`src/sv/gql_pkg.sv`:
```
// ----------------------------------------------------------------------------
// gql_pkg
// Shared types, constants and saturation helpers of the glyph quad layout
// block.
// ----------------------------------------------------------------------------
`default_nettype none

package gql_pkg;

  // defaults of the top-level parameters
  localparam int DEF_MAX_QUADS     = 1024;
  localparam int DEF_GLYPH_ENTRIES = 256;

  // fixed field widths
  localparam int CODE_W   = 8;
  localparam int ATLAS_W  = 12;
  localparam int QNUM_W   = 10;
  localparam int FIX_W    = 32;
  localparam int UV_W     = 24;
  localparam int SCALE_W  = 16;
  localparam int LAYER_W  = 16;
  localparam int ENTRY_W  = 64;
  localparam int CFG_IDX_W = 3;
  localparam int CFG_DATA_W = 32;

  // width of the Q16.16 sums ahead of saturation
  localparam int SUM_W    = 36;
  // width of the UV sums ahead of saturation
  localparam int UVSUM_W  = 37;

  // queue between front and back
  localparam int QUEUE_DEPTH = 2;
  localparam int PTR_W       = (QUEUE_DEPTH > 1) ? $clog2(QUEUE_DEPTH) : 1;
  localparam int CNT_W       = $clog2(QUEUE_DEPTH + 1);

  localparam logic [CODE_W-1:0] NEWLINE_CODE = 8'd10;

  // register reset values
  localparam logic [SCALE_W-1:0] RST_GLYPH_SCALE = 16'd256;
  localparam logic [UV_W-1:0]    RST_INV_ATLAS   = 24'd4096;
  localparam logic [31:0]        RST_TEXT_COLOR  = 32'hFFFF_FFFF;
  localparam logic [31:0]        ALPHA_FULL      = 32'h0000_00FF;

  // corner codes
  localparam logic [1:0] CORNER_TL = 2'd0;
  localparam logic [1:0] CORNER_TR = 2'd1;
  localparam logic [1:0] CORNER_BR = 2'd2;
  localparam logic [1:0] CORNER_BL = 2'd3;

  typedef enum logic [1:0] {
    REQ_LOAD  = 2'd0,
    REQ_CHAR  = 2'd1,
    REQ_CLEAR = 2'd2,
    REQ_START = 2'd3
  } gql_req_t;

  typedef enum logic [CFG_IDX_W-1:0] {
    CFG_ORIGIN_X  = 3'd0,
    CFG_ORIGIN_Y  = 3'd1,
    CFG_SCALE     = 3'd2,
    CFG_INV_W     = 3'd3,
    CFG_INV_H     = 3'd4,
    CFG_COLOR     = 3'd5,
    CFG_LAYER     = 3'd6
  } gql_cfg_idx_t;

  typedef enum logic [1:0] {
    ST_IDLE,
    ST_MUL,
    ST_SUM,
    ST_PUSH
  } gql_state_t;

  typedef struct packed {
    logic [FIX_W-1:0]   origin_x;
    logic [FIX_W-1:0]   origin_y;
    logic [SCALE_W-1:0] glyph_scale;
    logic [UV_W-1:0]    inv_atlas_width;
    logic [UV_W-1:0]    inv_atlas_height;
    logic [31:0]        text_color;
    logic [LAYER_W-1:0] layer_value;
  } gql_cfg_t;

  // one placed quad, as handed from front to back
  typedef struct packed {
    logic [QNUM_W-1:0] quad;
    logic [FIX_W-1:0]  x0;
    logic [FIX_W-1:0]  y0;
    logic [FIX_W-1:0]  x1;
    logic [FIX_W-1:0]  y1;
    logic [UV_W-1:0]   u0;
    logic [UV_W-1:0]   v0;
    logic [UV_W-1:0]   u1;
    logic [UV_W-1:0]   v1;
    logic [FIX_W-1:0]  px;
    logic [FIX_W-1:0]  py;
  } gql_quad_t;

  typedef struct packed {
    logic full;
    logic empty;
  } gql_qstat_t;

  // sign-extend a Q16.16 word to the sum width
  function automatic logic [SUM_W-1:0] ext32(input logic [FIX_W-1:0] v);
    return {{(SUM_W-FIX_W){v[FIX_W-1]}}, v};
  endfunction

  // clamp a sum to the signed 32-bit range
  function automatic logic [FIX_W-1:0] sat32(input logic [SUM_W-1:0] v);
    logic all_one;
    logic any_one;
    all_one = &v[SUM_W-1:FIX_W-1];
    any_one = |v[SUM_W-1:FIX_W-1];
    if (v[SUM_W-1] && !all_one) begin
      return {1'b1, {(FIX_W-1){1'b0}}};
    end else if (!v[SUM_W-1] && any_one) begin
      return {1'b0, {(FIX_W-1){1'b1}}};
    end else begin
      return v[FIX_W-1:0];
    end
  endfunction

  // clamp an unsigned UV sum at all ones
  function automatic logic [UV_W-1:0] sat24(input logic [UVSUM_W-1:0] v);
    return (|v[UVSUM_W-1:UV_W]) ? {UV_W{1'b1}} : v[UV_W-1:0];
  endfunction

endpackage

`default_nettype wire

```
`src/sv/gql_ifs.sv`:
```
// ----------------------------------------------------------------------------
// gql_ifs
// Valid/ready channels of the glyph quad layout block: request, vertex and
// configuration write.
// ----------------------------------------------------------------------------
`default_nettype none


interface gql_cfg_if import gql_pkg::*; ();
  logic                      valid;
  logic                      ready;
  logic [CFG_IDX_W-1:0]      index;
  logic [CFG_DATA_W-1:0]     data;

  modport source (output valid, index, data, input ready);
  modport sink   (input valid, index, data, output ready);
endinterface

`default_nettype wire

```
`src/sv/gql_cfg_regs.sv`:
```
// ----------------------------------------------------------------------------
// gql_cfg_regs
// Configuration register file; takes one write word per cycle.
// ----------------------------------------------------------------------------
`default_nettype none

module gql_cfg_regs import gql_pkg::*; (
  input  wire logic clk,
  input  wire logic rst,
  gql_cfg_if.sink   cfg,
  output gql_cfg_t  regs
);

  assign cfg.ready = 1'b1;

  always_ff @(posedge clk) begin
    if (rst) begin
      regs.origin_x         <= '0;
      regs.origin_y         <= '0;
      regs.glyph_scale      <= RST_GLYPH_SCALE;
      regs.inv_atlas_width  <= RST_INV_ATLAS;
      regs.inv_atlas_height <= RST_INV_ATLAS;
      regs.text_color       <= RST_TEXT_COLOR;
      regs.layer_value      <= '0;
    end else if (cfg.valid) begin
      unique case (cfg.index)
        CFG_ORIGIN_X: regs.origin_x         <= cfg.data;
        CFG_ORIGIN_Y: regs.origin_y         <= cfg.data;
        CFG_SCALE:    regs.glyph_scale      <= cfg.data[SCALE_W-1:0];
        CFG_INV_W:    regs.inv_atlas_width  <= cfg.data[UV_W-1:0];
        CFG_INV_H:    regs.inv_atlas_height <= cfg.data[UV_W-1:0];
        CFG_COLOR:    regs.text_color       <= cfg.data;
        CFG_LAYER:    regs.layer_value      <= cfg.data[LAYER_W-1:0];
        default: ;  // unmapped index: drop the word
      endcase
    end
  end

endmodule

`default_nettype wire

```
`src/flat_wrapper.sv`:
```
// flat-port wrapper written by rule: the top's interface ports become plain ports
module gql_cfg_regs_flat import gql_pkg::*;
  (clk, rst, regs, cfg_valid, cfg_index, cfg_data, cfg_ready);
  gql_cfg_if cfg_i ();
  input  wire logic clk;
  input  wire logic rst;
  output gql_cfg_t regs;
  input wire logic [$bits(cfg_i.valid)-1:0] cfg_valid;
  input wire logic [$bits(cfg_i.index)-1:0] cfg_index;
  input wire logic [$bits(cfg_i.data)-1:0] cfg_data;
  output wire logic [$bits(cfg_i.ready)-1:0] cfg_ready;
  assign cfg_i.valid = cfg_valid;
  assign cfg_i.index = cfg_index;
  assign cfg_i.data = cfg_data;
  assign cfg_ready = cfg_i.ready;
  gql_cfg_regs u_core (.clk(clk), .rst(rst), .cfg(cfg_i), .regs(regs));
endmodule
```
`config.mk`:
```
export PLATFORM = sky130hd
export DESIGN_NAME = gql_cfg_regs_flat
export DESIGN_NICKNAME = d
export VERILOG_FILES = /design/src/sv/gql_pkg.sv /design/src/sv/gql_ifs.sv /design/src/sv/gql_cfg_regs.sv /design/src/flat_wrapper.sv
export SDC_FILE = /design/constraint.sdc
export NUM_CORES = 1
export LEC_CHECK = 0
export BUFFER_PORTS_ARGS = -buffer_cell sky130_fd_sc_hd__buf_2
export CORE_MARGIN = 3
export CORE_UTILIZATION = 30
export DETAILED_ROUTE_END_ITERATION = 8
export PLACE_DENSITY_LB_ADDON = 0.2
export SYNTH_ARGS = -nofsm -noshare
export SYNTH_HDL_FRONTEND = slang
export SYNTH_SLANG_ARGS = --single-unit
export TNS_END_PERCENT = 20
```
`constraint.sdc`:
```
create_clock -name clk -period 1.7 [get_ports clk]
set_clock_uncertainty 0.05 [all_clocks]
set_input_delay 0 -clock clk [delete_from_list [all_inputs] [get_ports clk]]
set_output_delay 0 -clock clk [all_outputs]
set_load 0.05 [all_outputs]
```
; ---- Word-level counts from Yosys, hierarchy flattened
; Index checks and enable logic that the tools add are counted.
[totals]
input_bits = 38
latch_bits = 0
output_inout_bits = 177
memories = 0
word_cells = 21
romBits = 0
ram_bits = 0
register_bits = 176
[op_classes]
n_div = 0
magnitude_cmp = 0
add_sub_neg = 0
n_mux = 0
eq_ne = 6
shifts = 0
reduce_logical = 8
bitwise = 0
mul = 0
[op_table]
columns = op, n
row1 = $reduce_and A2 Y1, 7
row2 = $eq A3 B3 Y1 const B, 3
row3 = $eq A3 B2 Y1 const B, 2
row4 = $eq A3 B1 Y1 const B, 1
row5 = $logic_not A3 Y1, 1

; ---- Longest topological paths before layout
[logic_depth]
word_depth = 2
ltp_mapped = 5
mapped_depth_nobuf = 2

; ---- Least setup slack after synthesis
; Ideal clock, no wire load.
[synth_path]
path_kind = in2reg
startpoint = in cfg_index[1]
endpoint = reg u_core.regs[165] (netlist name)
stages = 5
arrival_ps = 1018
setup_time_ps = 121
required_time_ps = 1529
n_path_buf = 3
path_slack_ps = 511
cell_sequence = buf_6 > or4b_4 > buf_6 > buf_12 > mux2i_1
[synth_between]
elab_chain_cells = 2
[synth_lines]
columns = element, line
row1 = start: declaration, flat_wrapper.sv:9  ; input wire logic [$bits(cfg_i.index)-1:0] cfg_index;
row2 = $logic_not A3 Y1, gql_cfg_regs.sv:26  ; unique case (cfg.index)
row3 = $reduce_and A2 Y1 (no source line), n/a
; No other way between the ends.
; A chain may end at the register's enable or synchronous reset.

==> metrics.log <==
INFO  metric worstSetupPathType = primary input to flop
INFO  metric route.detailed.drc = 0
INFO  metric die_area = 0.02513 mm2
INFO  metric synth_top_family_by_area = multiplexers
INFO  metric max-clock-path-buffers = 2
INFO  metric floorplan.io_pins = 215
INFO  metric die_h = 158.5 um
INFO  metric dp.final_hpwl = 14.14 mm
INFO  metric fp-row-count = 55
INFO  metric arrival = 1.92 ns
INFO  metric rsz0062_at_grt = no
INFO  metric gr-total-overflow = 0
INFO  metric grt_usage = 15.98%
INFO  metric setup_total_negative_slack = 0 ns
INFO  metric die_w = 158.5 um
INFO  metric synth.distinct_cells = 17
INFO  metric regMostFlops = u_core.regs
INFO  metric static_leakage_power = 4.599 nW
INFO  metric numCtsBuffers = 17
INFO  metric seq_area_frac_synth = 50.47%
INFO  metric clk-insertion-delay-late = 0.42 ns
INFO  metric antenna_found_initial = 0
INFO  metric final_layout_worst_hold_slack = -0.02837 ns
INFO  metric final_common_cell = buf_2
INFO  metric setup_buffers_after_cts = 0
INFO  metric placeableCoreArea = between 0.02 and 0.025 mm2
INFO  metric tightest_slew = 0.5055 ns
INFO  metric diodes_inserted = 0
INFO  metric critical_path_required = between 1.5 and 2 ns
INFO  metric first_iter_violations = 242
INFO  metric slew_headroom = 66.28%
INFO  metric class_of_the_most_critical_hold_timing_path = primary input to flop
INFO  metric timing.final.crit_period = 1.655 ns
INFO  metric htree_levels = 4
INFO  metric path_cells = dlygate4sd3_1, buf_2, nor2_1, dlygate4sd3_1, mux2i_1, dlygate4sd3_1
INFO  metric synthesis.instances = 653
INFO  metric numPortBuffers = 213
INFO  metric total_power_density_per_cell_area = a little under 1000 mW/mm2
INFO  metric placed_cell_area = 0.008401 mm2
INFO  metric synthToLayoutAreaGrowth = 35.01%
INFO  metric cts.sinks = 176
INFO  metric critical_path_start_type = primary input
INFO  metric grt_start_max_net_pins = 44
INFO  metric syn_area_per_cell = between 10 and 15 um2
INFO  metric synth_adder_area_share = 0%
INFO  metric avgRoutedWirePerCell = 16.52 um
INFO  metric drt-total-wl = 20.19 mm
INFO  metric final.period_utilization = 97.33%
INFO  metric post-route-cell-area = 0.009424 mm2
INFO  metric layout.cells.most_common_list = 212 x buf_2, 176 x mux2i_1, 176 x dfxtp_1
INFO  metric finalHoldViolCount = 1
INFO  metric run_status = finished with violations
INFO  metric setup-violations-final = 0
INFO  metric number_of_synthesized_register_bits = approximately 180
INFO  metric ir_worst_vdd = 0.0004473 V
INFO  metric grt_first_pass_wirelength = 30.59 mm
INFO  metric syn-cell-area = 0.006980 mm2
INFO  metric critPathMaxStageDelay = 0.56 ns
INFO  metric cpMaxStageDelayCell = dlygate4sd3_1
INFO  metric share_of_synthesized_cell_area_in_and_or_nand_and_nor_gates = roughly 21%
INFO  metric biggest_fanout_along_the_worst_timing_path = 2
INFO  metric drive_gt1_share = 29.48%
INFO  metric dr_total_vias = 5217
INFO  metric max_cap_violations = 0
INFO  metric endpoint_kind = flop
INFO  metric final-max-slew-violation-count = 0
INFO  metric path_clk_slew = 0.07 ns
INFO  metric largest_regs = u_core.regs x176
INFO  metric ys_warn_count = 0
INFO  metric fin_nets = 934
INFO  metric synth_mux_area_share = 25.24%
INFO  metric cell_occurring_most_often_along_the_worst_timing_path = dlygate4sd3_1
INFO  metric clock.fmax = about 600 MHz
INFO  metric instances_no_fill = 1222
INFO  metric cts.root.buffer_cell = clkbuf_16
INFO  metric tritoncts = done
INFO  metric drt.antenna.violating_nets = 0
INFO  metric dpl.cell_count = 1147
INFO  metric post_drt_via_cell_ratio = 4.269
INFO  metric drt-pass1-iter-count = 4
INFO  metric failed_checks = negative hold slack
INFO  metric gp_congestion = 0.7345
INFO  metric postSynthNetCount = 691
INFO  metric largest_reg_flops = 176
INFO  metric initial_core_util = 30.65%
INFO  metric synth-compound-area-share = 0%
INFO  metric synth_xor_area_share = 0%
INFO  metric grt_pass1_vias = 5119
## final timing paths
kind	from	to	slack (ns)	cells past startpoint
setup / recovery	cfg_data[17]	u_core.regs[33]	0.05	6
setup reg to reg	u_core.regs[33]	u_core.regs[33]	0.49	3
hold / removal	rst	u_core.regs[26]	-0.03	3
hold reg to reg	u_core.regs[93]	u_core.regs[93]	0.42	2
## report_power, final
| part | leakage [nW] | switching [mW] | internal, mW | total, mW |
|---|---|---|---|---|
| registers | 1.43 | 0.0473 | 4.21 | 4.26 |
| clock network | 0.275 | 1.76 | 2.20 | 3.96 |
| logic | 2.90 | 0.667 | 0.356 | 1.02 |
## routing by layer
layer  global-route usage (%)  wire length (um)
met5                        0                 0
met3                    4.295              1101
met2                    25.53              9463
met1                    21.28              9395
met4                    4.588               231
## synthesized netlist by cell type, drive strengths merged
cell / count / area share (%)
nand4bb: 3 / 0.48
conb: 1 / 0.054
mux2i: 176 / 25
nor2: 67 / 3.6
and4b: 2 / 0.30
buf: 24 / 2.2
or4b: 1 / 0.20
nor4b: 1 / 0.13
nand4b: 2 / 0.25
dfxtp: 176 / 50
clkbuf: 26 / 1.4
nand2b: 173 / 16
and4bb: 1 / 0.18
## layout make-up
type,count,area [um2]
flip-flops and latches,176,3523
clock inverters,13,152.6
fillers,2230,13350
multi-input cells,427,3228
clock buffers,19,432.9
repair buffers,274,1695
well taps,313,391.6
## stage by stage
step	total power, mW	setup WS, ns	hold slack, ns	utilization [%]
2_1_floorplan	5.021	0.5115	0.1172	-
3_3_place_gp	5.314	0.4764	0.2285	36.88
3_5_place_dp	5.317	0.4693	0.2364	36.88
4_1_cts	9.368	0.04898	0.02030	41.38
5_1_grt	9.591	0.03047	0.01504	41.37
6_report	9.242	0.04534	-0.02837	41.37
## kinds of logic (layout without fill, tap and decap cells)
logic type,Yosys count,count (layout)
and+or+nand+nor,250,250
muxes,176,176
DFF,176,176
buffers and inverters,50,306
other,1,1
## worst max-delay path: cells and delay by family
family	cells	cell delay, ns
mux	1	0.07
buf+inv	4	1.76
simple gates	1	0.09
## what timing repair did
action,CTS,global route
hold buffers,44,0
endpoints found under the setup margin,0,4
resized for setup,0,3
hold endpoints to repair,118,0
Note: power is estimated with default switching activity, not from simulation.
