## src/sv/gql_pkg.sv

```systemverilog
// ----------------------------------------------------------------------------
// gql_pkg
// Shared types, constants and saturation helpers of the glyph quad layout
// block.
// ----------------------------------------------------------------------------
`default_nettype none

package gql_pkg;

  // defaults of the top-level parameters
  localparam int DEF_MAX_QUADS     = 1024;
  localparam int DEF_GLYPH_ENTRIES = 256;

  // fixed field widths
  localparam int CODE_W   = 8;
  localparam int ATLAS_W  = 12;
  localparam int QNUM_W   = 10;
  localparam int FIX_W    = 32;
  localparam int UV_W     = 24;
  localparam int SCALE_W  = 16;
  localparam int LAYER_W  = 16;
  localparam int ENTRY_W  = 64;
  localparam int CFG_IDX_W = 3;
  localparam int CFG_DATA_W = 32;

  // width of the Q16.16 sums ahead of saturation
  localparam int SUM_W    = 36;
  // width of the UV sums ahead of saturation
  localparam int UVSUM_W  = 37;

  // queue between front and back
  localparam int QUEUE_DEPTH = 2;
  localparam int PTR_W       = (QUEUE_DEPTH > 1) ? $clog2(QUEUE_DEPTH) : 1;
  localparam int CNT_W       = $clog2(QUEUE_DEPTH + 1);

  localparam logic [CODE_W-1:0] NEWLINE_CODE = 8'd10;

  // register reset values
  localparam logic [SCALE_W-1:0] RST_GLYPH_SCALE = 16'd256;
  localparam logic [UV_W-1:0]    RST_INV_ATLAS   = 24'd4096;
  localparam logic [31:0]        RST_TEXT_COLOR  = 32'hFFFF_FFFF;
  localparam logic [31:0]        ALPHA_FULL      = 32'h0000_00FF;

  // corner codes
  localparam logic [1:0] CORNER_TL = 2'd0;
  localparam logic [1:0] CORNER_TR = 2'd1;
  localparam logic [1:0] CORNER_BR = 2'd2;
  localparam logic [1:0] CORNER_BL = 2'd3;

  typedef enum logic [1:0] {
    REQ_LOAD  = 2'd0,
    REQ_CHAR  = 2'd1,
    REQ_CLEAR = 2'd2,
    REQ_START = 2'd3
  } gql_req_t;

  typedef enum logic [CFG_IDX_W-1:0] {
    CFG_ORIGIN_X  = 3'd0,
    CFG_ORIGIN_Y  = 3'd1,
    CFG_SCALE     = 3'd2,
    CFG_INV_W     = 3'd3,
    CFG_INV_H     = 3'd4,
    CFG_COLOR     = 3'd5,
    CFG_LAYER     = 3'd6
  } gql_cfg_idx_t;

  typedef enum logic [1:0] {
    ST_IDLE,
    ST_MUL,
    ST_SUM,
    ST_PUSH
  } gql_state_t;

  typedef struct packed {
    logic [FIX_W-1:0]   origin_x;
    logic [FIX_W-1:0]   origin_y;
    logic [SCALE_W-1:0] glyph_scale;
    logic [UV_W-1:0]    inv_atlas_width;
    logic [UV_W-1:0]    inv_atlas_height;
    logic [31:0]        text_color;
    logic [LAYER_W-1:0] layer_value;
  } gql_cfg_t;

  // one placed quad, as handed from front to back
  typedef struct packed {
    logic [QNUM_W-1:0] quad;
    logic [FIX_W-1:0]  x0;
    logic [FIX_W-1:0]  y0;
    logic [FIX_W-1:0]  x1;
    logic [FIX_W-1:0]  y1;
    logic [UV_W-1:0]   u0;
    logic [UV_W-1:0]   v0;
    logic [UV_W-1:0]   u1;
    logic [UV_W-1:0]   v1;
    logic [FIX_W-1:0]  px;
    logic [FIX_W-1:0]  py;
  } gql_quad_t;

  typedef struct packed {
    logic full;
    logic empty;
  } gql_qstat_t;

  // sign-extend a Q16.16 word to the sum width
  function automatic logic [SUM_W-1:0] ext32(input logic [FIX_W-1:0] v);
    return {{(SUM_W-FIX_W){v[FIX_W-1]}}, v};
  endfunction

  // clamp a sum to the signed 32-bit range
  function automatic logic [FIX_W-1:0] sat32(input logic [SUM_W-1:0] v);
    logic all_one;
    logic any_one;
    all_one = &v[SUM_W-1:FIX_W-1];
    any_one = |v[SUM_W-1:FIX_W-1];
    if (v[SUM_W-1] && !all_one) begin
      return {1'b1, {(FIX_W-1){1'b0}}};
    end else if (!v[SUM_W-1] && any_one) begin
      return {1'b0, {(FIX_W-1){1'b1}}};
    end else begin
      return v[FIX_W-1:0];
    end
  endfunction

  // clamp an unsigned UV sum at all ones
  function automatic logic [UV_W-1:0] sat24(input logic [UVSUM_W-1:0] v);
    return (|v[UVSUM_W-1:UV_W]) ? {UV_W{1'b1}} : v[UV_W-1:0];
  endfunction

endpackage

`default_nettype wire

```

## src/sv/gql_fifo.sv

```systemverilog
// ----------------------------------------------------------------------------
// gql_fifo
// Short quad queue between the front and the back.
// ----------------------------------------------------------------------------
`default_nettype none

module gql_fifo import gql_pkg::*; (
  input  wire logic      clk,
  input  wire logic      rst,
  input  wire logic      push,
  input  wire gql_quad_t din,
  input  wire logic      pop,
  output gql_quad_t      head,
  output gql_qstat_t     qstat
);

  gql_quad_t        slots [QUEUE_DEPTH];
  logic [PTR_W-1:0] wr_ptr;
  logic [PTR_W-1:0] rd_ptr;
  logic [CNT_W-1:0] count;

  function automatic logic [PTR_W-1:0] bump(input logic [PTR_W-1:0] p);
    return (p == PTR_W'(QUEUE_DEPTH - 1)) ? '0 : p + 1'b1;
  endfunction

  assign head        = slots[rd_ptr];
  assign qstat.full  = (count == CNT_W'(QUEUE_DEPTH));
  assign qstat.empty = (count == '0);

  always_ff @(posedge clk) begin
    if (push) begin
      slots[wr_ptr] <= din;
    end
  end

  always_ff @(posedge clk) begin
    if (rst) begin
      wr_ptr <= '0;
      rd_ptr <= '0;
      count  <= '0;
    end else begin
      if (push) begin
        wr_ptr <= bump(wr_ptr);
      end
      if (pop) begin
        rd_ptr <= bump(rd_ptr);
      end
      if (push && !pop) begin
        count <= count + 1'b1;
      end else if (pop && !push) begin
        count <= count - 1'b1;
      end
    end
  end

  a_no_overflow: assert property (@(posedge clk) disable iff (rst)
    push |-> !qstat.full)
    else $error("quad queue written while full");

  a_no_underflow: assert property (@(posedge clk) disable iff (rst)
    pop |-> !qstat.empty)
    else $error("quad queue read while empty");

endmodule

`default_nettype wire

```

## config.mk

```make
export PLATFORM = sky130hd
export DESIGN_NAME = gql_fifo
export DESIGN_NICKNAME = d
export VERILOG_FILES = /design/src/sv/gql_pkg.sv /design/src/sv/gql_fifo.sv
export SDC_FILE = /design/constraint.sdc
export NUM_CORES = 1
export LEC_CHECK = 0
export ABC_AREA = 0
export ABC_CLOCK_PERIOD_IN_PS = 23300
export BUFFER_PORTS_ARGS = -buffer_cell sky130_fd_sc_hd__buf_2
export CAP_MARGIN = 10
export CORE_ASPECT_RATIO = 0.7
export CORE_MARGIN = 2
export CORE_UTILIZATION = 38
export DETAILED_ROUTE_END_ITERATION = 10
export HOLD_SLACK_MARGIN = 0.03
export PLACE_DENSITY = 0.6
export RECOVER_POWER = 25
export REMOVE_ABC_BUFFERS = 1
export SYNTH_ARGS = -nofsm -noshare
export SYNTH_HDL_FRONTEND = slang
export SYNTH_SLANG_ARGS = --single-unit
```

## constraint.sdc

```tcl
create_clock -name clk -period 23.3 [get_ports clk]
set_clock_uncertainty 0.2 [all_clocks]
set_input_delay 3.495 -clock clk [delete_from_list [all_inputs] [get_ports clk]]
set_output_delay 3.495 -clock clk [all_outputs]
set_load 0.005 [all_outputs]
```

=== Yosys cells after proc, flatten, opt, wreduce, memory -nomap -nowiden ===
Memories as Yosys holds them, arrays and structs flattened. A register that Yosys moved wholly into a read port is not among the register bits.
Cells that the tools add are included.

* Bits in registers: 4
* Bits in writable memories: 596
* Input port bits: 302
* Output and inout port bits: 300
* Word-level logic and storage cells: 23
* Memories: 1

* Add/subtract/negate cells: 4
* Equal/unequal tests: 1
* Mux-type cells: 8
* Reductions and logical operators: 6

{| class="wikitable"
|+ Memories
! name !! depth !! width !! read ports !! clocked after memory_dff !! write ports !! RTL line !! text
|-
| slots || 2 || 298 || 1 || 1 || 1 || gql_fifo.sv:17 || <nowiki>gql_quad_t slots [QUEUE_DEPTH];</nowiki>
|}

{| class="wikitable"
|+ Operator list
! kind !! count
|-
| 1-bit 2-to-1 mux || 6
|-
| 2-bit 2-to-1 mux || 2
|-
| 1-bit adder (second input constant) || 2
|-
| 2-bit by 1-bit adder with 2-bit output (second input constant) || 1
|-
| 2-bit equality test (second input constant) || 1
|-
| 1-bit logical AND || 2
|-
| 1-bit zero test || 2
|-
| 2-bit zero test || 1
|-
| 2-bit nonzero test || 1
|-
| 2-bit by 1-bit subtractor with 2-bit output (second input constant) || 1
|}

=== Depth between registers and ports, before layout ===
Gate-level depths: netlist (run 1).

* Word-level depth: 4
* Depth in mapped cells: 5
* Depth with buffers taken out: 5

=== Least setup slack after synthesis (run 1) ===
OpenSTA, ideal clock, no wires.

* Path type: input to register
* Start: in push
* End: mem slots[0][0] in the netlist's numbering, enable pin
* Arrival: 16305 ps
* Slack: 5796 ps
* Stages on the path: 1
* Path buffers: 0
* Path through: nor2b_1

* Longest elaborated chain between the ends: 2

{| class="wikitable"
|+ Ends and longest elaborated chain
! element !! RTL line !! text
|-
| start, declared || gql_fifo.sv:10 || <nowiki>input wire logic push,</nowiki>
|-
| 1-bit 2-to-1 mux || gql_fifo.sv:31 || <nowiki>if (push) begin</nowiki>
|-
| 1-bit 2-to-1 mux (implied by the code) || gql_fifo.sv:32 || <nowiki>slots[wr_ptr] <= din;</nowiki>
|-
| end, declared || gql_fifo.sv:17 ||
|}

Every way passes these cells.

==> results of run 1 <==
==> critical path, delay by kind of cell (launching register included) <==
family                 cells  cell delay [ps]
buffers and inverters      3             1840
DFF                        1             1100
muxes                      1              410
==> cell families after synthesis <==
family                   after synthesis
AO/OA/AOI/OAI                          2
AND/OR/NAND/NOR                        9
XOR/XNOR                               4
adder cells (fa/ha/maj)                1
flip-flops                           601
multiplexers                         298
buffers and inverters                 34
==> path summary, 6_finish.rpt <==
check	slack (ps)	cells past startpoint	startpoint	to
max	15460	4	flip-flop	head[286]
min	320	2	rd_ptr$_SDFFE_PP0P_	rd_ptr$_SDFFE_PP0P_
min reg2reg	320	2	rd_ptr$_SDFFE_PP0P_	rd_ptr$_SDFFE_PP0P_
max reg2reg	19490	4	wr_ptr$_SDFFE_PP0P_	slots[0][134]$_DFFE_PP_
==> power by group through the flow <==
stage	clock network [mW]	registers (mW)	logic, mW
detailed placement	0	1.31	0.267
finish	0.911	1.29	0.261
global route	0.979	1.29	0.281
global placement	0	1.31	0.264
floorplan	0	1.34	0.185
CTS	0.941	1.29	0.268
==> sequential cells by signal, indices dropped and copies added, names as in the netlist, named ones only <==
name,count
slots,596
count,2
rd_ptr,1
wr_ptr,1
==> final cells by class <==
type | count | share of cell area, %
Sequential cell | 601 | 64.03
Clock buffer | 77 | 5.563
Inverter | 1 | 0.01335
Multi-Input combinational cell | 314 | 15.02
Timing Repair Buffer | 611 | 10.74
Clock inverter | 28 | 0.9836
Tap cell | 798 | 3.552
Antenna cell | 11 | 0.09792
==> placed cells by master (no fill, tap or decap), types with 2 or more instances in the layout <==
master / instances
clkbuf_16: 59
xnor2_1: 2
nor2_1: 5
clkinv_1: 7
buf_4: 8
buf_2: 530
diode_2: 11
mux2_2: 97
dfxtp_1: 4
buf_12: 2
inv_6: 2
mux2_4: 201
xor2_1: 2
bufinv_16: 5
edfxtp_1: 596
clkbuf_1: 86
clkbuf_8: 2
clkinv_2: 11
==> layer usage <==
layer | routed length [um] | share of wire, %
met1 | 18680 | 38
met2 | 24800 | 51
met3 | 4305 | 8.8
met4 | 1186 | 2.4
met5 | 27 | 0.055
==> cell usage after synthesis <==
| cell type | n |
|---|---|
| a21oi_1 | 1 |
| and2_1 | 1 |
| buf_2 | 7 |
| buf_6 | 26 |
| dfxtp_1 | 5 |
| edfxtp_1 | 596 |
| ha_1 | 1 |
| inv_1 | 1 |
| mux2_2 | 97 |
| mux2_4 | 201 |
| nor2_1 | 5 |
| nor2b_1 | 2 |
| o21ai_0 | 1 |
| or3_1 | 1 |
| xnor2_1 | 2 |
| xor2_1 | 2 |
==> metrics by stage <==
| step | hold slack [ps] | setup WS [ps] |
|---|---|---|
| 5_1_grt | 351.7 | 15240 |
| 3_3_place_gp | 292.3 | 16120 |
| 6_report | 324.0 | 15460 |
| 3_5_place_dp | 310.9 | 16060 |
| 4_1_cts | 327.4 | 15380 |
| 2_1_floorplan | 260.8 | 5796 |
==> flow_summary.json, run 1 <==
{
  "status": "finished clean",
  "cts_tree": "built",
  "max_slew_margin_pct": 24.15,
  "grt_usage_pct": 15.23,
  "netlist_area_um2": 22540,
  "fin_nets": 1890,
  "rsz0062_at_grt": "no",
  "yosys.area.top_type": "edfxtp_1",
  "required_ps": 19610,
  "finalHoldViolations": 0,
  "cp_common_cell": "buf_4",
  "path_cells": "buf_4 -> buf_4 -> mux2_2 -> buf_2",
  "avgViaCountPerCell": 4.528,
  "use_met2_pct": 26.28,
  "startpoint_type": "flip-flop",
  "pwr-share-clk_pct": 37.1,
  "worst_pin_slew_ps": 1138,
  "htree_levels": 2,
  "p_sw_share_pct": 21.51,
  "post-dp-hpwl_mm": 33.33,
  "ios": 602,
  "synth_top_cell_area_share_pct": 79.40,
  "post_dp_cell_area_um2": 26330,
  "end_kind": "primary output",
  "post_cts_buffers": 0,
  "root_buffer": "clkbuf_16",
  "muxShareOfSynthArea_pct": 18.23,
  "cts_hold_buf": 0,
  "die_h_um": 207.8,
  "fin_cells": 2441,
  "tns_ps": 0,
  "finalSetupViolCount": 0,
  "routabilityCongestion": 0.7738,
  "clock.fmax_ghz": 0.1276,
  "grt-busiest-layer": "met2",
  "critPathSlowestCell": "dfxtp_4",
  "yosysWarnings": 0,
  "synth_cell_types": 16,
  "synth.area.top_cells": "edfxtp_1 79%, mux2_4 13%, mux2_2 4.8%",
  "num_vias": 11053,
  "initial_utilization_pct": 38.52,
  "grtUsageMet1_pct": 17.51,
  "synth_area_per_cell_um2": 23.75,
  "grt_use_met3_pct": 5.675,
  "worst_ir_drop_vdd_mv": 0.05161,
  "antenna_found_initial": 12,
  "grt_pass1_vias": 11610,
  "syn_inst": 949,
  "p_total_mw": 2.457,
  "synth_compound_area_share_pct": 0.04441,
  "grt_pass1_wl_mm": 70.50,
  "cap_violations": 0,
  "seq_area_frac_synth_pct": 79.84,
  "area.sequential_um2": 18000,
  "area_delta_synth_final_pct": 24.72,
  "power.leakage_nw": 10.69,
  "critPathMaxStageDelay_ps": 1100,
  "wl_mm": 49.01,
  "synth_top_family_by_area": "multiplexers",
  "power_frac_seq_pct": 52.3,
  "intPower_mw": 1.928,
  "drive_above_1_share_pct": 56.56,
  "drcViolationCount": 0,
  "path_clk_slew_ps": 60,
  "place_inst": 2325,
  "clkSinkCount": 601,
  "period_share_pct": 33.64,
  "power-per-cell-area_nw_per_um2": 87.40,
  "hold_class": "reg2reg",
  "cts_inserted_buffers": 58,
  "dr.first_iter.drc_count": 586,
  "cts-resized-gates": 0,
  "io_buffers": 601,
  "cts_max_path_buffers": 3,
  "yosys.area_share.simple_pct": 0.1943,
  "row_count": 74,
  "synth_xor_area_share_pct": 0.1554,
  "grt_overflow": 0,
  "critPathMaxFanout": 68,
  "core_um2": 58520,
  "fin_area_um2": 28110,
  "multi_input_area_um2": 4222,
  "synth_seq_cells": 601,
  "first_pass_iters": 4,
  "die_area_um2": 61310,
  "synthAdderAreaFrac_pct": 0.05551,
  "fin_util_pct": 48.04,
  "wl_per_cell_um": 20.08,
  "p_switching_mw": 0.5285,
  "p_comb_share_pct": 10.6,
  "grt_max_degree": 157,
  "worstSetupPathType": "reg2out",
  "ant_nets": 0,
  "fill_cells": 5037,
  "drv_slew": 0,
  "clk_latency_ps": 590,
  "worstPathArrival_ps": 4140,
  "fin_crit_ps": 7837,
  "die_x_um": 295.1
}
No activity file was read; power rests on OpenSTA's default activity.
==> inputs of run 2 (changes only) <==
--- a/config.mk
+++ b/config.mk
@@ -6,7 +6,7 @@
 export NUM_CORES = 1
 export LEC_CHECK = 0
 export ABC_AREA = 0
-export ABC_CLOCK_PERIOD_IN_PS = 23300
+export ABC_CLOCK_PERIOD_IN_PS = 6500
 export BUFFER_PORTS_ARGS = -buffer_cell sky130_fd_sc_hd__buf_2
 export CAP_MARGIN = 10
 export CORE_ASPECT_RATIO = 0.7
@@ -14,7 +14,7 @@
 export CORE_UTILIZATION = 38
 export DETAILED_ROUTE_END_ITERATION = 10
 export HOLD_SLACK_MARGIN = 0.03
-export PLACE_DENSITY = 0.6
+export PLACE_DENSITY = 0.62
 export RECOVER_POWER = 25
 export REMOVE_ABC_BUFFERS = 1
 export SYNTH_ARGS = -nofsm -noshare
==> constraint.sdc (replaced) <==
create_clock -name clk -period 6.5 [get_ports clk]
set_clock_uncertainty 0.2 [all_clocks]
set_input_delay 0.975 -clock clk [delete_from_list [all_inputs] [get_ports clk]]
set_output_delay 0.975 -clock clk [all_outputs]
set_load 0.005 [all_outputs]
==> run 2 against run 1 <==
Critical path depth stayed put. Sequential share of layout area is 0.15 points higher. Via count is 0.27% lower. Design area is 0.23% lower. Critical path type unchanged. Highest routed layer unchanged.
==> flow_summary.json, run 2 (synthesis results as in run 1) <==
{
  "largest_register_ffs": 596,
  "p_sw_share_pct": 21.88,
  "drv_slew": 0,
  "fin_ws_ps": 2387,
  "die_h_um": 207.8,
  "ant_nets": 0,
  "clk_latency_ps": 590,
  "cts_inserted_buffers": 56,
  "row_count": 74,
  "grt_usage_pct": 15.02,
  "finalHoldViolations": 0,
  "p_switching_mw": 1.889,
  "reg_top3": "slots: 596 flops, count: 2 flops",
  "wl_met1_mm": 18.36,
  "regMostFlops": "slots",
  "post_dp_cell_area_um2": 26420,
  "grt_pass1_wl_mm": 70.00,
  "cts_max_path_buffers": 3,
  "grt_max_degree": 161,
  "p_total_mw": 8.636,
  "end_kind": "primary output",
  "worst_ir_drop_vdd_mv": 0.2721,
  "initial_utilization_pct": 38.52,
  "cap_violations": 0,
  "post_cts_buffers": 0,
  "post-dp-hpwl_mm": 32.05,
  "dr_wl_met2_mm": 24.34,
  "rsz0062_at_grt": "no",
  "critPathMaxFanout": 57,
  "fin_nets": 1889,
  "first_pass_iters": 4,
  "layout_commonest_cell": "edfxtp_1",
  "finalSetupViolCount": 0,
  "status": "finished clean",
  "root_buffer": "clkbuf_16",
  "required_ps": 5320,
  "grt_pass1_vias": 11588,
  "drive_above_1_share_pct": 56.35,
  "intPower_mw": 6.746,
  "hold_class": "reg2reg",
  "power.leakage_nw": 10.66,
  "wl_per_cell_um": 19.78,
  "max_slew_margin_pct": 25.51,
  "wl_met3_mm": 4.251,
  "fin_crit_ps": 4113,
  "dr.first_iter.drc_count": 657,
  "cts_hold_buf": 0,
  "pre_cts_ws_ps": 2918,
  "power-per-cell-area_nw_per_um2": 307.9,
  "htree_levels": 2,
  "fin_area_um2": 28050,
  "cts_tree": "built",
  "io_buffers": 601,
  "layout_common_cells": "596 x edfxtp_1, 533 x buf_2, 201 x mux2_4, 97 x mux2_2, 78 x clkbuf_1",
  "top_layer": "met5",
  "ios": 602,
  "startpoint_type": "flip-flop",
  "path_clk_slew_ps": 60,
  "avgViaCountPerCell": 4.532,
  "drcViolationCount": 0,
  "period_share_pct": 63.27,
  "pwr-share-clk_pct": 35.8,
  "routabilityCongestion": 0.7859,
  "clkSinkCount": 601,
  "worstSetupPathType": "reg2out",
  "worstPathArrival_ps": 2940,
  "antenna_found_initial": 13,
  "place_inst": 2326,
  "cts-resized-gates": 0,
  "fill_cells": 4996,
  "grt_overflow": 0,
  "clock.fmax_ghz": 0.2431,
  "num_vias": 11023,
  "wl_mm": 48.11,
  "fin_cells": 2432,
  "power_frac_seq_pct": 53.3,
  "die_x_um": 295.1,
  "die_area_um2": 61310,
  "area_delta_synth_final_pct": 24.43,
  "core_um2": 58520,
  "worst_pin_slew_ps": 1117,
  "p_comb_share_pct": 10.9
}
[run 2: cell types whose count changed in the layout (fill, tap and decap cells not counted), moves of 2 or more]
cell       delta
buf_12        +6
diode_2       -8
bufinv_16     -2
clkinv_1     +12
clkbuf_1      -8
buf_4         -5
clkbuf_8      -2
clkbuf_16     -2
buf_2         +3
[run 2: per-stage QoR]
| stage | TNS (ps) | util, % | hold WS [ps] |
|---|---|---|---|
| floorplan | -4702790 | - | 260.8 |
| global placement | 0 | 45.14 | 281.3 |
| detailed placement | 0 | 45.14 | 296.5 |
| CTS | 0 | 48.06 | 303.7 |
| global route | 0 | 47.92 | 322.5 |
| finish | 0 | 47.93 | 303.2 |
[run 2: power groups by stage]
stage	sequential [mW]	combinational (mW)	clock (mW)
detailed placement	4.69	0.961	0
global route	4.62	1.01	3.34
floorplan	4.81	0.665	0
CTS	4.61	0.965	3.20
global placement	4.68	0.947	0
finish	4.60	0.940	3.09
[run 2: worst paths after layout]
| kind | startpoint | endpoint | slack (ps) | cells past startpoint |
|---|---|---|---|---|
| max | flip-flop | head[40] | 2390 | 4 |
| min | count[1]$_SDFFE_PP0P_ | count[1]$_SDFFE_PP0P_ | 300 | 2 |
| max reg2reg | wr_ptr$_SDFFE_PP0P_ | slots[1][49]$_DFFE_PP_ | 4440 | 2 |
| min reg2reg | count[1]$_SDFFE_PP0P_ | count[1]$_SDFFE_PP0P_ | 300 | 2 |
[run 2: layout make-up]
cell class,instances,area (um2),share of cell area [%]
diodes,3,7.507,0.02677
clock buffers,67,1464,5.219
clock inverters,36,245.2,0.8744
inverters,1,3.754,0.01338
multi-input cells,314,4222,15.05
flip-flops and latches,601,18000,64.18
well taps,798,998.5,3.560
repair buffers,612,3105,11.07
[run 2: critical path, cell delays in order (launching register included)]
cell     delay (ps)
dfxtp_4         980
buf_12          430
buf_4           370
mux2_2          390
buf_2           130
[run 2: layer usage]
layer  GRT usage [%]  up-vias
met2           26.17      361
li1                -     5076
met1           17.16     5476
met3           5.857       90
met5               0        -
met4           4.096       20
==> inputs of run 3 (changes only) <==
--- a/config.mk
+++ b/config.mk
@@ -6,7 +6,7 @@
 export NUM_CORES = 1
 export LEC_CHECK = 0
 export ABC_AREA = 0
-export ABC_CLOCK_PERIOD_IN_PS = 6500
+export ABC_CLOCK_PERIOD_IN_PS = 4100
 export BUFFER_PORTS_ARGS = -buffer_cell sky130_fd_sc_hd__buf_2
 export CAP_MARGIN = 10
 export CORE_ASPECT_RATIO = 0.7
@@ -14,7 +14,7 @@
 export CORE_UTILIZATION = 38
 export DETAILED_ROUTE_END_ITERATION = 10
 export HOLD_SLACK_MARGIN = 0.03
-export PLACE_DENSITY = 0.62
+export PLACE_DENSITY = 0.6
 export RECOVER_POWER = 25
 export REMOVE_ABC_BUFFERS = 1
 export SYNTH_ARGS = -nofsm -noshare
==> constraint.sdc (replaced) <==
create_clock -name clk -period 4.1 [get_ports clk]
set_clock_uncertainty 0.2 [all_clocks]
set_input_delay 0.615 -clock clk [delete_from_list [all_inputs] [get_ports clk]]
set_output_delay 0.615 -clock clk [all_outputs]
set_load 0.005 [all_outputs]
==> run 3 against run 2 <==
Global-route usage is 1.2 points higher. Worst hold slack worse by 170 ps. Flip-flop and latch count is the same. Sequential share of layout area down 6.6 points. Routed wire length up 7.1%. Total power rose by 64%. Largest cell class unchanged. Clock power rose by 66%. Final cell count increased by 13%. Die area stayed put. Register-to-register slack worse by 2500 ps. Non-clock buffer count is 323 higher. Combinational power is 90% higher.
==> flow_summary.json, run 3 (synthesis results as in run 1) <==
{
  "largest_register_ffs": 596,
  "whs_ps": 131.0,
  "critical_path.top_delay_family": "flip-flops",
  "fin_cells": 2748,
  "clkSinkCount": 601,
  "die_x_um": 295.1,
  "dr.first_iter.drc_count": 605,
  "period_share_pct": 77.73,
  "p_comb_share_pct": 12.6,
  "drcViolationCount": 0,
  "grt_pass1_wl_mm": 76.45,
  "reg_top3": "slots: 596 flops, count: 2 flops",
  "cts-resized-gates": 0,
  "intPower_mw": 11.13,
  "p_total_mw": 14.19,
  "cap_violations": 0,
  "power.leakage_nw": 11.91,
  "area.sequential_um2": 18000,
  "p_switching_mw": 3.058,
  "grt_max_degree": 99,
  "place_inst": 2350,
  "drive_above_1_share_pct": 45.28,
  "initial_utilization_pct": 38.52,
  "regMostFlops": "slots",
  "ff2ff_path_depth": 2,
  "worst_ir_drop_vdd_mv": 0.4564,
  "worst_pin_slew_ps": 764.8,
  "worstSetupPathType": "reg2out",
  "fin_crit_ps": 3187,
  "worstHoldEndpoint": "wr_ptr$_SDFFE_PP0P_",
  "root_buffer": "clkbuf_16",
  "grt_overflow": 0,
  "wl_mm": 51.53,
  "antenna_found_initial": 2,
  "status": "finished clean",
  "grt_pass1_vias": 13387,
  "core_um2": 58520,
  "pre_cts_ws_ps": 1482,
  "clock.fmax_ghz": 0.3138,
  "end_kind": "primary output",
  "hp-start": "push",
  "p_sw_share_pct": 21.55,
  "path_clk_slew_ps": 70,
  "ff2ff_setup_slack_ps": 1950,
  "cp_common_cell": "buf_12",
  "cts_tree": "built",
  "layout_commonest_cell": "edfxtp_1",
  "startpoint_type": "flip-flop",
  "critPathSlowestCell": "dfxtp_4",
  "fin_nets": 2212,
  "ant_nets": 0,
  "required_ps": 3280,
  "routabilityCongestion": 0.8069,
  "multi_input_area_um2": 4222,
  "post_cts_buffers": 0,
  "worstPathArrival_ps": 2370,
  "cts_max_path_buffers": 3,
  "finalSetupViolCount": 0,
  "tns_ps": 0,
  "rr_endpoint": "slots[1][151]$_DFFE_PP_",
  "cp_num_buf_inv": 3,
  "row_count": 74,
  "drv_slew": 0,
  "power-per-cell-area_nw_per_um2": 453.6,
  "grt_usage_pct": 16.20,
  "path_cells": "buf_12 -> buf_12 -> mux2_2 -> buf_2",
  "rsz0062_at_grt": "no",
  "worstReg2RegStart": "wr_ptr$_SDFFE_PP0P_",
  "layout_common_cells": "596 x edfxtp_1, 464 x buf_2, 299 x dlygate4sd3_1, 201 x mux2_4, 147 x clkbuf_1",
  "power_frac_seq_pct": 51.3,
  "area_delta_synth_final_pct": 38.78,
  "critPathMaxStageDelay_ps": 690,
  "die_h_um": 207.8,
  "cts_inserted_buffers": 56,
  "post-dp-hpwl_mm": 34.19,
  "avgViaCountPerCell": 4.474,
  "first_pass_iters": 5,
  "wl_per_cell_um": 18.75,
  "num_vias": 12294,
  "die_area_um2": 61310,
  "finalHoldViolations": 0,
  "fin_ws_ps": 913.0,
  "max_slew_margin_pct": 49.01,
  "ios": 602,
  "critPathMaxFanout": 28,
  "pwr-share-clk_pct": 36.1,
  "hold_class": "in2reg",
  "htree_levels": 2,
  "holdPathStages": 3,
  "fill_cells": 4720,
  "clk_latency_ps": 590,
  "io_buffers": 601
}
==> run 3: changes by cell type in the layout (fill, tap and decap cells not counted), sizes merged <==
cell	before	now
buf	544	499
bufinv	3	6
clkbuf	135	211
clkinv	30	15
clkinvlp	1	2
diode	3	2
dlygate4sd3	0	299
inv	3	1
==> run 3: power groups by stage <==
stage / logic (mW) / clock network [mW] / registers, mW
after floorplan: 1.05 / 0 / 7.63
after global placement: 1.57 / 0 / 7.39
after detailed placement: 1.59 / 0 / 7.41
after CTS: 1.83 / 5.28 / 7.28
after global routing: 1.92 / 5.51 / 7.31
final: 1.79 / 5.12 / 7.28
==> run 3: how the worst max path moves through the flow <==
stage	startpoint	slack, ps	depth (start not counted)	endpoint
after detailed placement	flip-flop	1480	4	head[39]
after global placement	flip-flop	1500	4	head[39]
after global routing	flip-flop	760	4	head[39]
after floorplan	wr_ptr$_SDFFE_PP0P_	-10550	1	slots[0][0]$_DFFE_PP_
after CTS	flip-flop	800	4	head[39]
final	flip-flop	910	4	head[39]
==> run 3: repair_timing <==
action,4_1_cts,5_1_grt
endpoints found under the hold margin,601,0
hold buffers,299,0
setup endpoints to repair,0,0
==> run 3: stage by stage <==
| stage | util, % | cell area (um2) |
|---|---|---|
| final | 53.46 | 31280 |
| after global routing | 53.46 | 31280 |
| after CTS | 53.73 | 31440 |
| after detailed placement | 45.56 | 26660 |
| after global placement | 45.56 | 26660 |
| after floorplan | - | 22210 |
==> run 3: cell type report <==
cell class	instances	area share (%)
flip-flops and latches	601	57.54
repair buffers	935	20.02
multi-input cells	314	13.49
clock buffers	74	4.832
well taps	798	3.192
clock inverters	23	0.8919
diodes	2	0.01600
inverters	1	0.01200
==> run 3: layer usage <==
layer	track usage, %	vias up	wire (um)
met3	5.236	89	3922
met2	28.06	398	25870
li1	-	5716	-
met4	5.356	0	1390
met5	0	-	0
met1	18.97	6091	20350
==> run 3: worst reg2reg max path: cells and delay by family (launching register included) <==
kind                   cells  cell delay [ps]
and+or+nand+nor            1              670
buffers and inverters      1              510
DFF                        1              410
